$ cat config.mk
export PLATFORM = sky130hd
export DESIGN_NAME = bba_ram
export DESIGN_NICKNAME = d
export VERILOG_FILES = /design/src/hdl/bba_pkg.sv /design/src/hdl/bba_ram.sv
export SDC_FILE = /design/constraint.sdc
export NUM_CORES = 2
export LEC_CHECK = 0
export ABC_AREA = 1
export BUFFER_PORTS_ARGS = -buffer_cell sky130_fd_sc_hd__buf_2
export CELL_PAD_IN_SITES_DETAIL_PLACEMENT = 0
export CELL_PAD_IN_SITES_GLOBAL_PLACEMENT = 2
export CORE_UTILIZATION = 35
export CTS_CLUSTER_DIAMETER = 100
export CTS_CLUSTER_SIZE = 28
export DETAILED_ROUTE_END_ITERATION = 7
export GPL_ROUTABILITY_DRIVEN = 0
export PLACE_DENSITY = 0.66
export SLEW_MARGIN = 20
export SYNTH_ARGS = -nofsm -noshare
export SYNTH_HDL_FRONTEND = slang
export SYNTH_SLANG_ARGS = --single-unit
export TNS_END_PERCENT = 50
$ cat constraint.sdc
create_clock -name clk -period 8.2 [get_ports clk]
set_input_delay 1.23 -clock clk [delete_from_list [all_inputs] [get_ports clk]]
set_output_delay 1.23 -clock clk [all_outputs]
set_load 0.1 [all_outputs]
$ cat src/hdl/bba_pkg.sv
// Shared types and constants of the block bitmap allocator.
package bba_pkg;

  // Fixed field and bitmap word widths
  localparam int WORD_BITS = 64;
  localparam int WORD_LG   = 6;
  localparam int CNT_W     = 13;
  localparam int BLK_W     = 12;
  localparam int OP_W      = 2;
  localparam int ST_W      = 2;
  localparam int REG_W     = 32;

  // Register indexes (paddr[2])
  localparam logic [0:0] REG_TOTAL = 1'b0;
  localparam logic [0:0] REG_META  = 1'b1;

  typedef enum logic [OP_W-1:0] {
    OP_ALLOC  = 2'd0,
    OP_FREE   = 2'd1,
    OP_READ   = 2'd2,
    OP_FORMAT = 2'd3
  } op_t;

  typedef enum logic [ST_W-1:0] {
    ST_OK           = 2'd0,
    ST_NO_FREE      = 2'd1,
    ST_RANGE        = 2'd2,
    ST_ALREADY_FREE = 2'd3
  } status_t;

  typedef enum logic [1:0] {
    S_IDLE,
    S_MOD,
    S_FMT
  } state_t;

  // Configuration seen by the controller
  typedef struct packed {
    logic [CNT_W-1:0] total;
    logic [CNT_W-1:0] meta;
  } cfg_t;

endpackage

$ cat src/hdl/bba_ram.sv
// Bitmap word memory: one write port, one registered read port.
module bba_ram import bba_pkg::*; #(
  parameter int DEPTH = 64,
  parameter int AW    = 6
) (
  input  logic                 clk,
  input  logic                 we,
  input  logic [AW-1:0]        waddr,
  input  logic [WORD_BITS-1:0] wdata,
  input  logic [AW-1:0]        raddr,
  output logic [WORD_BITS-1:0] rdata
);

  logic [WORD_BITS-1:0] mem [0:DEPTH-1];
  logic [WORD_BITS-1:0] rdata_r;

  // write port
  always_ff @(posedge clk) begin
    if (we) begin
      mem[waddr] <= wdata;
    end
  end

  // read port, registered
  always_ff @(posedge clk) begin
    rdata_r <= mem[raddr];
  end

  assign rdata = rdata_r;

endmodule

==> metrics.txt <==
run status finished clean; Post-Synth XOR/XNOR Area 0%; area delta synth->final 7.67%; Final Hold Violating Endpoints 0; DRT Wirelength 584 mm; total global routing track utilization 24.0%; Die ar. 475000 um2; peak supply drop 190 uV; largest family of logic cells by synthesized area simple AND/OR/NAND/NOR gates; vias 107000; Reg clk slew, reported paths 110 ps; Syn Area/Cell 12.3 um2; number of max-cap violations 0; #FFs+latches synth 4160; clock latency on the worst-skew pair 980 ps; Relative slew margins 21.4%; CTS H-tree lvls 4; PnR worst setup slack 4320 ps; Mapped Nets 13500; WL/cell 30.0 um; vias in the first global route 101000; DP HPWL 296 mm; Yosys top cell by area edfxtp_1; fill count 44600; core area 471000 um2; synthesized cell area 165000 um2; pin count of the biggest net entering global routing 200; Clk Tree Root Cell clkbuf_16; I/O Pins 142; CTS Buf Count 176; fin nets 13200; synth unique cells 16; Final Max Tran Viols 0; post-route ant nets 0; initial antenna violation count 42; post_cts resized 0; Hold/Removal Path Class in2reg; hold slack final 615 ps; Slowest-stage cell, CP buf_12; Place WS 3390 ps; min cycle time layout 3880 ps; Die H 689 um; Post-CTS Setup Inserts 0; Synth area leaders edfxtp_1 74%, nand3_1 12%, nand2_1 10%; CTS Buffer Depth 4; I/O Buffers 141; slowest stage delay, CP 770 ps; Setup CP Type in2reg; Post-Syn Instances 13400; Startpoint Class input port; Pleak 60.4 nW; Site Rows 252; Yosys warning count 0; first-pass GRT wire length 811 mm; DIE WIDTH 689 um; Final setup viols 0; Avg Vias per Cell 5.48; Yosys top cell area share 74.4%; Simple-Gate Fraction of Synth Area 21.9%; worst-path maximum fanout 199; compound-gate portion of the synthesized area 0%; mux share of post-synthesis cell area 0%; Worst-Margin Slew 1180 ps; Initial Util 35.1%; crit path capture type flop; DR iter-0 viols 11100; TritonRoute pass-1 iters 6; Adder-Cell Fraction of Synth Area 0%; grt total ovfl 0; Tcrit/Tclk final 47.3%; Required @ worst endpoint 9130 ps; Worst Clk Skew 63.9 ps; sequential fraction of the synthesis area 75.2%; Cell Pwr Density 212 nW/um2; DRC Markers 0; Fmax achieved 0.258 GHz; Sink Count 4160; worst path cell trace buf_12, inv_16, buf_12, buf_4, nand2_1, nand3_1, nand3_1, nand3_1, nand3_1, nand2_1, nand2_1, nand2_1; # hold bufs at CTS 0; Worst Path Arrival 4810 ps; RSZ-0062 raised after global routing false; Buffers & Inverters on Critical Path 4; CTS tree done; share of cells above drive strength 1 5.36%; delay-heaviest family, CP buffers and inverters
-- flip-flops by register name, indices dropped and copies added (netlist names) --
register  count
mem        4096
rdata        64
-- cells in the mapped netlist --
master    number
nand2_1     4416
edfxtp_1    4096
nand3_1     3847
buf_2        501
clkbuf_1     147
buf_4        134
buf_1         72
dfxtp_1       64
nor2_1        56
buf_6         40
nand4_1        9
inv_1          8
nor4_1         8
buf_8          3
inv_2          2
inv_4          2
-- cell usage in the layout, fill, tap and decap left out --
cell type / netlist / layout
inv_1: 8 / 6
inv_16: 0 / 5
dfxtp_1: 64 / 64
nand4_1: 9 / 9
inv_8: 0 / 4
buf_2: 501 / 98
nand2_1: 4416 / 4416
edfxtp_1: 4096 / 4096
buf_8: 3 / 4
clkinv_4: 0 / 4
buf_6: 40 / 1
diode_2: 0 / 13
nor4_2: 0 / 8
clkbuf_8: 0 / 7
clkinv_8: 0 / 4
buf_12: 0 / 66
clkbuf_16: 0 / 184
bufinv_16: 0 / 3
clkbuf_1: 147 / 90
clkinv_1: 0 / 2
clkinv_2: 0 / 7
buf_4: 134 / 255
nand3_1: 3847 / 3847
inv_6: 0 / 4
nor2_4: 0 / 56
-- worst min-delay path, stage by stage --
cell and delay (ps):
buf_6 160, nand2_1 110, nand2_1 40
-- final timing paths --
path                    start   endpoint  slack (ps)  cells past startpoint
setup / recovery     raddr[0]  rdata[30]        4320                     12
hold / removal       raddr[5]  rdata[30]         610                      3
setup reg to reg  mem[28][55]  rdata[55]        6480                      8
hold reg to reg    mem[9][12]  rdata[12]         800                      8
-- layout make-up --
type / instances / area, um2 / share of cell area, %
clock buffers: 281 / 5040 / 2.83
inverters: 12 / 105 / 0.0591
multi-input cells: 8336 / 36600 / 20.6
well taps: 6223 / 7790 / 4.37
repair buffers: 424 / 3800 / 2.13
flip-flops and latches: 4160 / 124000 / 69.8
clock inverters: 27 / 330 / 0.186
diodes: 13 / 32.5 / 0.0183
-- power by group --
part,total [mW],switching (mW),internal (mW)
clock network,11.2,6.78,4.44
logic,2.95,2.33,0.614
registers,23.6,0.118,23.5
total,37.8,9.22,28.6
-- metrics by stage --
| stage | power (mW) | area, um2 | util [%] | cells | setup TNS (ps) |
|---|---|---|---|---|---|
| floorplan | 25.8 | 165000 | - | 13400 | -159650 |
| global placement | 27.0 | 172000 | 36.6 | 19200 | 0 |
| detailed placement | 27.1 | 172000 | 36.6 | 19200 | 0 |
| CTS | 38.1 | 178000 | 37.8 | 19500 | 0 |
| global route | 38.9 | 178000 | 37.8 | 19500 | 0 |
| finish | 37.8 | 178000 | 37.8 | 19500 | 0 |
-- kinds of logic (layout without fill, tap and decap cells) --
kind of cell,after synthesis,count (layout)
other cells,0,13
simple gates,8336,8336
buf+inv,909,744
flops,4160,4160
-- per-layer routing --
metal	global-route usage, %	vias to the layer above	wire length, um
li1	-	47000	-
met1	33.1	55600	252000
met2	40.9	3493	285000
met3	2.37	644	32300
met4	5.55	10	15100
met5	0	-	63
Note: power is estimated with default switching activity, not from simulation.
