### src/hdl/bba_pkg.sv
// Shared types and constants of the block bitmap allocator.
package bba_pkg;

  // Fixed field and bitmap word widths
  localparam int WORD_BITS = 64;
  localparam int WORD_LG   = 6;
  localparam int CNT_W     = 13;
  localparam int BLK_W     = 12;
  localparam int OP_W      = 2;
  localparam int ST_W      = 2;
  localparam int REG_W     = 32;

  // Register indexes (paddr[2])
  localparam logic [0:0] REG_TOTAL = 1'b0;
  localparam logic [0:0] REG_META  = 1'b1;

  typedef enum logic [OP_W-1:0] {
    OP_ALLOC  = 2'd0,
    OP_FREE   = 2'd1,
    OP_READ   = 2'd2,
    OP_FORMAT = 2'd3
  } op_t;

  typedef enum logic [ST_W-1:0] {
    ST_OK           = 2'd0,
    ST_NO_FREE      = 2'd1,
    ST_RANGE        = 2'd2,
    ST_ALREADY_FREE = 2'd3
  } status_t;

  typedef enum logic [1:0] {
    S_IDLE,
    S_MOD,
    S_FMT
  } state_t;

  // Configuration seen by the controller
  typedef struct packed {
    logic [CNT_W-1:0] total;
    logic [CNT_W-1:0] meta;
  } cfg_t;

endpackage

### src/hdl/bba_ctrl.sv
// Request sequencer: read-modify-write of bitmap words, full-word mask, free count.
module bba_ctrl import bba_pkg::*; #(
  parameter int MAX_BLOCKS = 4096,
  parameter int NWORDS     = 64,
  parameter int WA_W       = 6
) (
  input  logic                 clk,
  input  logic                 rst_n,
  input  cfg_t                 cfg,
  input  logic                 start,
  output logic                 busy,
  input  logic [OP_W-1:0]      in_opcode,
  input  logic [BLK_W-1:0]     in_block_number,
  output logic                 out_valid,
  output logic [ST_W-1:0]      out_status,
  output logic [BLK_W-1:0]     out_result_block,
  output logic                 out_used_bit,
  output logic [CNT_W-1:0]     out_free_blocks,
  output logic                 ram_we,
  output logic [WA_W-1:0]      ram_waddr,
  output logic [WORD_BITS-1:0] ram_wdata,
  output logic [WA_W-1:0]      ram_raddr,
  input  logic [WORD_BITS-1:0] ram_rdata
);

  localparam int TOT_CAP    = (MAX_BLOCKS < 8191) ? MAX_BLOCKS : 8191;
  localparam int RESET_FREE = (MAX_BLOCKS < 4096) ? MAX_BLOCKS : 4096;
  localparam int IDX_W      = WA_W + WORD_LG;
  localparam int CW         = ((IDX_W > CNT_W) ? IDX_W : CNT_W) + 1;

  state_t               state_r, state_nxt;
  op_t                  op_r;
  logic [BLK_W-1:0]     blk_r;
  logic [WA_W-1:0]      wsel_r;
  logic                 anynf_r;
  logic [WA_W-1:0]      cnt_r;
  logic [CNT_W-1:0]     meta_r;
  logic                 rep_r;
  logic [CNT_W-1:0]     free_r;
  logic [NWORDS-1:0]    full_r;
  logic                 out_valid_r;
  status_t              out_status_r;
  logic [BLK_W-1:0]     out_blk_r;
  logic                 out_used_r;

  logic                 accept;
  logic [CNT_W-1:0]     tot;
  logic [CNT_W-1:0]     msat;
  logic [WA_W-1:0]      nf_idx;
  logic [WA_W-1:0]      blk_word;
  logic [WA_W-1:0]      rd_addr;
  logic [WORD_LG-1:0]   zidx;
  logic [IDX_W-1:0]     cand;
  logic                 alloc_ok;
  logic                 in_range;
  logic                 bit_sel;
  logic                 mod_we;
  logic [WORD_BITS-1:0] mod_wdata;
  logic                 last_word;
  logic [CW-1:0]        fill_m;
  logic [CW-1:0]        fill_lo;
  logic [CW-1:0]        fill_diff;
  logic                 fill_full;
  logic [WORD_BITS-1:0] fill_word;
  status_t              mod_status;
  logic [BLK_W-1:0]     mod_blk;
  logic                 mod_used;
  logic [CNT_W-1:0]     mod_free;

  function automatic logic [BLK_W-WORD_LG-1:0] blk_word_ext(input logic [BLK_W-1:0] b);
    blk_word_ext = b[BLK_W-1:WORD_LG];
  endfunction

  assign accept = start && (state_r == S_IDLE);

  // effective total and saturated metadata count
  assign tot  = (cfg.total > CNT_W'(TOT_CAP)) ? CNT_W'(TOT_CAP) : cfg.total;
  assign msat = (cfg.meta > tot) ? tot : cfg.meta;

  // lowest word that still has a clear bit
  always_comb begin
    nf_idx = '0;
    for (int i = NWORDS - 1; i >= 0; i--) begin
      if (!full_r[i]) begin
        nf_idx = WA_W'(i);
      end
    end
  end

  assign blk_word = WA_W'(blk_word_ext(in_block_number));
  assign rd_addr  = (op_t'(in_opcode) == OP_ALLOC) ? nf_idx : blk_word;

  // lowest clear bit of the word just read
  always_comb begin
    zidx = '0;
    for (int i = WORD_BITS - 1; i >= 0; i--) begin
      if (!ram_rdata[i]) begin
        zidx = WORD_LG'(i);
      end
    end
  end

  assign cand     = {wsel_r, zidx};
  assign alloc_ok = (free_r != '0) && anynf_r && (CW'(cand) < CW'(tot));
  assign in_range = CNT_W'(blk_r) < tot;
  assign bit_sel  = ram_rdata[blk_r[WORD_LG-1:0]];

  // modified word and result of a single-word request
  always_comb begin
    mod_we     = 1'b0;
    mod_wdata  = ram_rdata;
    mod_status = ST_OK;
    mod_blk    = blk_r;
    mod_used   = 1'b0;
    mod_free   = free_r;
    case (op_r)
      OP_ALLOC: begin
        mod_blk = '0;
        if (alloc_ok) begin
          mod_we    = 1'b1;
          mod_wdata = ram_rdata | (WORD_BITS'(1) << zidx);
          mod_blk   = BLK_W'(cand);
          mod_used  = 1'b1;
          mod_free  = free_r - 1'b1;
        end else begin
          mod_status = ST_NO_FREE;
        end
      end
      OP_FREE: begin
        if (!in_range) begin
          mod_status = ST_RANGE;
        end else if (!bit_sel) begin
          mod_status = ST_ALREADY_FREE;
        end else begin
          mod_we    = 1'b1;
          mod_wdata = ram_rdata & ~(WORD_BITS'(1) << blk_r[WORD_LG-1:0]);
          if (free_r < tot) begin
            mod_free = free_r + 1'b1;
          end
        end
      end
      OP_READ: begin
        if (!in_range) begin
          mod_status = ST_RANGE;
        end else begin
          mod_used = bit_sel;
        end
      end
      default: begin
        mod_blk = '0;
      end
    endcase
  end

  // format / clearing sweep word: bits of blocks below meta_r are set
  assign fill_m    = CW'(meta_r);
  assign fill_lo   = CW'({cnt_r, {WORD_LG{1'b0}}});
  assign fill_diff = fill_m - fill_lo;
  assign fill_full = fill_m >= (fill_lo + CW'(WORD_BITS));
  always_comb begin
    if (fill_full) begin
      fill_word = '1;
    end else if (fill_m > fill_lo) begin
      fill_word = (WORD_BITS'(1) << fill_diff[WORD_LG-1:0]) - 1'b1;
    end else begin
      fill_word = '0;
    end
  end

  assign last_word = (cnt_r == WA_W'(NWORDS - 1));

  // next state
  always_comb begin
    state_nxt = state_r;
    unique case (state_r)
      S_IDLE: begin
        if (start) begin
          state_nxt = (op_t'(in_opcode) == OP_FORMAT) ? S_FMT : S_MOD;
        end
      end
      S_MOD:   state_nxt = S_IDLE;
      S_FMT: begin
        if (last_word) begin
          state_nxt = S_IDLE;
        end
      end
      default: state_nxt = S_IDLE;
    endcase
  end

  // state outputs
  always_comb begin
    busy      = 1'b1;
    ram_we    = 1'b0;
    ram_waddr = wsel_r;
    ram_wdata = mod_wdata;
    ram_raddr = rd_addr;
    unique case (state_r)
      S_IDLE: busy = 1'b0;
      S_MOD:  ram_we = mod_we;
      S_FMT: begin
        ram_we    = 1'b1;
        ram_waddr = cnt_r;
        ram_wdata = fill_word;
      end
      default: busy = 1'b1;
    endcase
  end

  // control registers
  always_ff @(posedge clk) begin
    if (!rst_n) begin
      state_r     <= S_FMT;
      cnt_r       <= '0;
      meta_r      <= '0;
      rep_r       <= 1'b0;
      free_r      <= CNT_W'(RESET_FREE);
      full_r      <= '0;
      out_valid_r <= 1'b0;
    end else begin
      state_r <= state_nxt;
      case (state_r)
        S_IDLE: begin
          out_valid_r <= 1'b0;
          if (accept && (op_t'(in_opcode) == OP_FORMAT)) begin
            meta_r <= msat;
            cnt_r  <= '0;
            rep_r  <= 1'b1;
          end
        end
        S_MOD: begin
          out_valid_r <= 1'b1;
          free_r      <= mod_free;
          if (mod_we) begin
            full_r[wsel_r] <= &mod_wdata;
          end
        end
        S_FMT: begin
          full_r[cnt_r] <= fill_full;
          cnt_r         <= cnt_r + 1'b1;
          // only a requested format reports; the reset sweep stays silent
          out_valid_r   <= last_word && rep_r;
          if (last_word) begin
            rep_r <= 1'b0;
            if (rep_r) begin
              free_r <= tot - meta_r;
            end
          end
        end
        default: out_valid_r <= 1'b0;
      endcase
    end
  end

  // request and result payload
  always_ff @(posedge clk) begin
    if (accept) begin
      op_r    <= op_t'(in_opcode);
      blk_r   <= in_block_number;
      wsel_r  <= rd_addr;
      anynf_r <= ~&full_r;
    end
    if (state_r == S_MOD) begin
      out_status_r <= mod_status;
      out_blk_r    <= mod_blk;
      out_used_r   <= mod_used;
    end else if (state_r == S_FMT) begin
      out_status_r <= ST_OK;
      out_blk_r    <= '0;
      out_used_r   <= 1'b0;
    end
  end

  assign out_valid        = out_valid_r;
  assign out_status       = out_status_r;
  assign out_result_block = out_blk_r;
  assign out_used_bit     = out_used_r;
  assign out_free_blocks  = free_r;

`ifndef SYNTHESIS
  // a result only follows a modify cycle or the end of a format sweep
  a_result_source: assert property (@(posedge clk) disable iff (!rst_n)
    out_valid_r |-> ($past(state_r) == S_MOD || $past(state_r) == S_FMT))
    else $error("result strobe without a finishing request");

  // every accepted request leaves idle
  a_accept_moves: assert property (@(posedge clk) disable iff (!rst_n)
    accept |=> (state_r == S_MOD || state_r == S_FMT))
    else $error("accepted request did not start");

  // a modify cycle always gives its result in the next cycle
  a_mod_result: assert property (@(posedge clk) disable iff (!rst_n)
    (state_r == S_MOD) |=> (out_valid_r && state_r == S_IDLE))
    else $error("modify cycle gave no result");

  // the memory is never written while idle
  a_no_idle_write: assert property (@(posedge clk) disable iff (!rst_n)
    (state_r == S_IDLE) |-> !ram_we)
    else $error("bitmap write while idle");
`endif

endmodule

### config.mk
export PLATFORM = sky130hd
export DESIGN_NAME = bba_ctrl
export DESIGN_NICKNAME = d
export VERILOG_FILES = /design/src/hdl/bba_pkg.sv /design/src/hdl/bba_ctrl.sv
export SDC_FILE = /design/constraint.sdc
export NUM_CORES = 1
export LEC_CHECK = 0
export BUFFER_PORTS_ARGS = -buffer_cell sky130_fd_sc_hd__buf_4
export CAP_MARGIN = 5
export CORE_AREA = 2 2 119 236
export DETAILED_ROUTE_END_ITERATION = 7
export DIE_AREA = 0 0 121 238
export GPL_TIMING_DRIVEN = 0
export HOLD_SLACK_MARGIN = 0.06
export PLACE_DENSITY = 0.81
export SLEW_MARGIN = 20
export SYNTH_ARGS = -nofsm -noshare
export SYNTH_HDL_FRONTEND = slang
export SYNTH_SLANG_ARGS = --single-unit
### constraint.sdc
create_clock -name clk -period 6.14 [get_ports clk]
set_input_delay 0.307 -clock clk [delete_from_list [all_inputs] [get_ports clk]]
set_output_delay 0.307 -clock clk [all_outputs]
set_load 0.1 [all_outputs]
==> results.sh, run 1 <==
export IMPL_grt_max_degree=24
export IMPL_synth_compound_area_share_pct=35.2
export IMPL_yosysSeqAreaShare_pct=19.3
export IMPL_stop_stage="5_1_grt"
export IMPL_synth_ff_type="dfxtp_1"
export IMPL_yosys_area_top_type_share_pct=12.5
export IMPL_hpwlAfterDp_mm=64.0
export IMPL_cts_root_buffer="clkbuf_16"
export IMPL_grt_pass1_wl_mm=134
export IMPL_clk_path_buf_depth=2
export IMPL_synth_avg_cell_area_sq_um=7.06
export IMPL_routabilityCongestion=1.19
export IMPL_synth_edf_count=36
export IMPL_synth_area_leaders="dfxtp_1, o21ai_0, ha_1"
export IMPL_postCtsSetupBuffers=0
export IMPL_die_w_um=121
export IMPL_synth_fa_ha_area_share_pct=7.37
export IMPL_synth_xor_area_share_pct=1.64
export IMPL_grt_pass1_vias=22100
export IMPL_async_flop_share_pct=0
export IMPL_rows=85
export IMPL_pin_count=214
export IMPL_cts_buffers_inserted=17
export IMPL_firstError="[ERROR GRT-0116] Global routing finished with congestion. Check the congestion regions in the DRC Viewer."
export IMPL_synth_distinct_cells=97
export IMPL_run_status="aborted with a tool error"
export IMPL_synthMuxAreaShare_pct=4.33
export IMPL_dp_slack_ns=-0.232
export IMPL_ys_seq_elements=136
export IMPL_yosysTopAreaCell="dfxtp_1"
export IMPL_synth_net_count=2466
export IMPL_yosys_warnings=0
export IMPL_groute_usage_overall_pct=61.2
export IMPL_die_y_um=238
export IMPL_cts_sinks=136
export IMPL_portBuffers=211
export IMPL_htreeDepth=4
export IMPL_initial_core_util_pct=59.4
export IMPL_synth_top_family_by_area="compound AO/OA/AOI/OAI gates"
export IMPL_netlist_instances=2266
export IMPL_yosys_area_share_simple_pct=26.3
export IMPL_syn_cell_area_sq_um=16000
export IMPL_overflow=10
routing by layer:
metal / GRT usage, % / overflow
met1: 57.0 / 0
met5: 5.54 / 0
met2: 88.3 / 4
met3: 31.2 / 0
met4: 70.1 / 6
cells in the mapped netlist (all sizes together), types with 35 or more instances:
master    n
a21o     88
a21oi   157
a31oi    74
and3     39
clkbuf  119
dfxtp   100
edfxtp   36
ha       91
inv      79
nand2   254
nand3    74
nand4    57
nor2    266
o211ai   35
o21ai   252
o31ai    84
kinds of logic after synthesis:
family,Yosys count
simple gates,859
fa+ha+maj,93
compound gates,870
xor+xnor,30
flops,136
buf+inv,230
mux,48
what timing repair did:
action,4_1_cts
gates resized for setup,0
endpoints found under the hold margin,10
hold buffers,10
per-stage QoR:
stage / setup TNS [ns] / std cells / area, sq um
4_1_cts: 0 / 2872 / 18800
3_5_place_dp: -10.51 / 2830 / 18100
3_3_place_gp: -0.00592 / 2825 / 18000
2_1_floorplan: 0 / 2266 / 16000
==> inputs of run 2 (changes only) <==
--- a/config.mk
+++ b/config.mk
@@ -7,12 +7,11 @@
 export LEC_CHECK = 0
 export BUFFER_PORTS_ARGS = -buffer_cell sky130_fd_sc_hd__buf_4
 export CAP_MARGIN = 5
-export CORE_AREA = 2 2 119 236
+export CORE_AREA = 2 2 203 205
 export DETAILED_ROUTE_END_ITERATION = 7
-export DIE_AREA = 0 0 121 238
+export DIE_AREA = 0 0 205 207
 export GPL_TIMING_DRIVEN = 0
-export HOLD_SLACK_MARGIN = 0.06
-export PLACE_DENSITY = 0.81
+export PLACE_DENSITY_LB_ADDON = 0.15
 export SLEW_MARGIN = 20
 export SYNTH_ARGS = -nofsm -noshare
 export SYNTH_HDL_FRONTEND = slang
==> run 2 against run 1 <==
Net effect: the flow now finishes without violations; area after synthesis stayed put; synthesized cell count unchanged.
==> results.sh, run 2 <==
export IMPL_worst_ep_required_time_ns=6.47
export IMPL_grt_max_degree=24
export IMPL_drv_slew=0
export IMPL_fmax_mhz=174
export IMPL_hold_viol=0
export IMPL_async_flop_share_pct=0
export IMPL_netlist_instances=2266
export IMPL_grt_pass1_wl_mm=121
export IMPL_num_fill_cells=4238
export IMPL_die_y_um=207
export IMPL_synth_common_cells="nor2_1, nand2_1, o21ai_0, a21oi_1, clkbuf_1"
export IMPL_cts_buffers_inserted=17
export IMPL_insertion_delay_ns=0.44
export IMPL_rsz0062_at_grt="no"
export IMPL_drc=0
export IMPL_initial_core_util_pct=39.6
export IMPL_synth_area_leaders="dfxtp_1, o21ai_0, ha_1"
export IMPL_crit_chain="buf_2 > nand4_1 > nor4_1 > and2_1 > ha_1 > a21oi_1 > nand2_1 > o21ai_0 > and2_1 > buf_2 > buf_2 > o211ai_1 > o21ai_0 > nand4_1 > nor4_1 > nand3_4 > o31ai_1"
export IMPL_rows=74
export IMPL_cts_root_buffer="clkbuf_16"
export IMPL_synth_ff_type="dfxtp_1"
export IMPL_worstPathArrival_ns=6.07
export IMPL_layout_commonest_cell="nor2_1"
export IMPL_dr_total_vias=20000
export IMPL_critical_path_top_delay_family="simple AND/OR/NAND/NOR gates"
export IMPL_fin_hold_ws_ns=0.0421
export IMPL_cts_tree="done"
export IMPL_max_stage_delay_ns=1.03
export IMPL_drt_pass1_iter_count=6
export IMPL_top_register="full_r"
export IMPL_htreeDepth=4
export IMPL_synth_avg_cell_area_sq_um=7.06
export IMPL_path_clk_slew_ns=0.06
export IMPL_synth_edf_count=36
export IMPL_finalNetCount=2701
export IMPL_postCtsSetupBuffers=0
export IMPL_yosysSeqAreaShare_pct=19.3
export IMPL_total_power_uw=6350
export IMPL_groute_usage_overall_pct=38.1
export IMPL_fin_crit_ns=5.75
export IMPL_hpwlAfterDp_mm=67.1
export IMPL_worst_slew_pin_transition_ns=1.22
export IMPL_cap_viol_max_count=0
export IMPL_place_area_sq_um=18300
export IMPL_cp_common_cell="buf_2"
export IMPL_irDropWorstVdd_v=0.000287
export IMPL_fin_crit_sh_pct=93.6
export IMPL_postCtsHoldBufs=0
export IMPL_core_area_sq_um=40400
export IMPL_portBuffers=211
export IMPL_overflow=0
export IMPL_yosys_warnings=0
export IMPL_setup_violations=0
export IMPL_area_growth_synth_to_final_pct=18.5
export IMPL_drive_above_1_share_pct=14.0
export IMPL_min_path_type="input port to flop"
export IMPL_setup_worst_path_start_class="input port"
export IMPL_drtIter0Drc=2311
export IMPL_synth_distinct_cells=97
export IMPL_wirelength_mm=83.6
export IMPL_crit_slowest_cell="nor4_1"
export IMPL_yosysTopAreaCell="dfxtp_1"
export IMPL_power_leakage_uw=0.00700
export IMPL_cts_resized=0
export IMPL_critPathKind="input port to flop"
export IMPL_pin_count=214
export IMPL_die_area_sq_um=42400
export IMPL_design_area_sq_um=18900
export IMPL_antenna_found_initial=2
export IMPL_synth_most_common_cell="nor2_1"
export IMPL_path_buf_inv=3
export IMPL_yosys_area_top_type_share_pct=12.5
export IMPL_largest_reg_flops=64
export IMPL_grt_pass1_vias=18600
export IMPL_ys_seq_elements=136
export IMPL_die_w_um=205
export IMPL_crit_path_end_kind="flop"
export IMPL_fin_skew_ns=0.0122
export IMPL_ant_nets=0
export IMPL_tns_ns=0
export IMPL_synth_net_count=2466
export IMPL_run_status="finished, final reports clean"
export IMPL_max_slew_margin_rel_pct=18.5
export IMPL_cts_sinks=136
export IMPL_clk_path_buf_depth=2
export IMPL_avgRoutedWirePerCell_um=27.4
export IMPL_viasPerCell=6.56
export IMPL_power_density_nw_per_um2=335
export IMPL_routabilityCongestion=1.02
export IMPL_critPathMaxFanout=10
export IMPL_syn_cell_area_sq_um=16000
export IMPL_layout_common_cells="nor2_1, nand2_1, o21ai_0"
[run 2: metal layers]
| layer | up-vias | part of all wire, % | track usage [%] |
|---|---|---|---|
| li1 | 8988 | - | - |
| met3 | 245 | 8.7 | 5.22 |
| met2 | 1170 | 45 | 60.9 |
| met4 | 0 | 5.3 | 17.8 |
| met5 | - | 0 | 0 |
| met1 | 9584 | 41 | 50.7 |
[run 2: path summary, 6_finish.rpt]
kind	startpoint	to	slack, ns	cells past startpoint
hold reg to reg	rep_r	rep_r	0.51	2
hold / removal	in_block_number[4]	blk_r[4]	0.04	1
setup reg to reg	blk_r[2]	full_r[11]	0.78	15
setup / recovery	ram_rdata[0]	full_r[14]	0.39	17
[run 2: cell families (layout without fill, tap and decap cells)]
group | Yosys count | count (layout) | share of synthesized area [%]
buf+inv | 230 | 478 | 5.85
simple gates | 859 | 859 | 26.3
mux | 48 | 48 | 4.33
fa+ha+maj | 93 | 93 | 7.37
flops | 136 | 136 | 19.3
compound gates | 870 | 870 | 35.2
other cells | 0 | 1 | 0
xor+xnor | 30 | 30 | 1.64
[run 2: area by class of cell]
cell class              instances  area, sq um  area share [%]
diodes                          1         2.50          0.0132
repair buffers                216         1630            8.62
well taps                     532          666            3.51
multi-input cells            1900        12000            63.4
plain buffers                 146          621            3.28
flip-flops and latches        136         3080            16.3
clock buffers                  17          425            2.25
inverters                      84          315            1.66
clock inverters                15          193            1.02
[run 2: per-stage QoR]
step	util (%)	worst slack, ns	instances
detailed placement	45.4	-0.122	3013
finish	46.9	0.393	3047
floorplan	-	1.12	2266
global route	46.9	0.257	3046
global placement	45.2	-0.258	3009
CTS	46.9	0.328	3045
[run 2: worst reg2reg max path, stage by stage (launching register included)]
cell	delay (ns)
edfxtp_1	0.51
buf_1	0.53
clkbuf_1	0.54
mux2i_1	0.42
nand2_1	0.09
o21ai_1	0.09
or3_1	0.13
buf_2	0.20
clkbuf_1	0.34
o21ai_0	0.26
a22oi_1	0.42
nand4_1	0.21
nor4_4	0.69
buf_6	0.25
nand3_4	0.24
o31ai_1	0.34
[run 2: report_power, final]
group	switching (uW)	total, uW	internal (uW)	leakage, uW
logic	3350	4220	862	0.00554
registers	57.5	1030	969	0.00117
clock network	454	1100	648	0.000289
total	3870	6350	2480	0.00700
No activity file was read; power rests on OpenSTA's default activity.
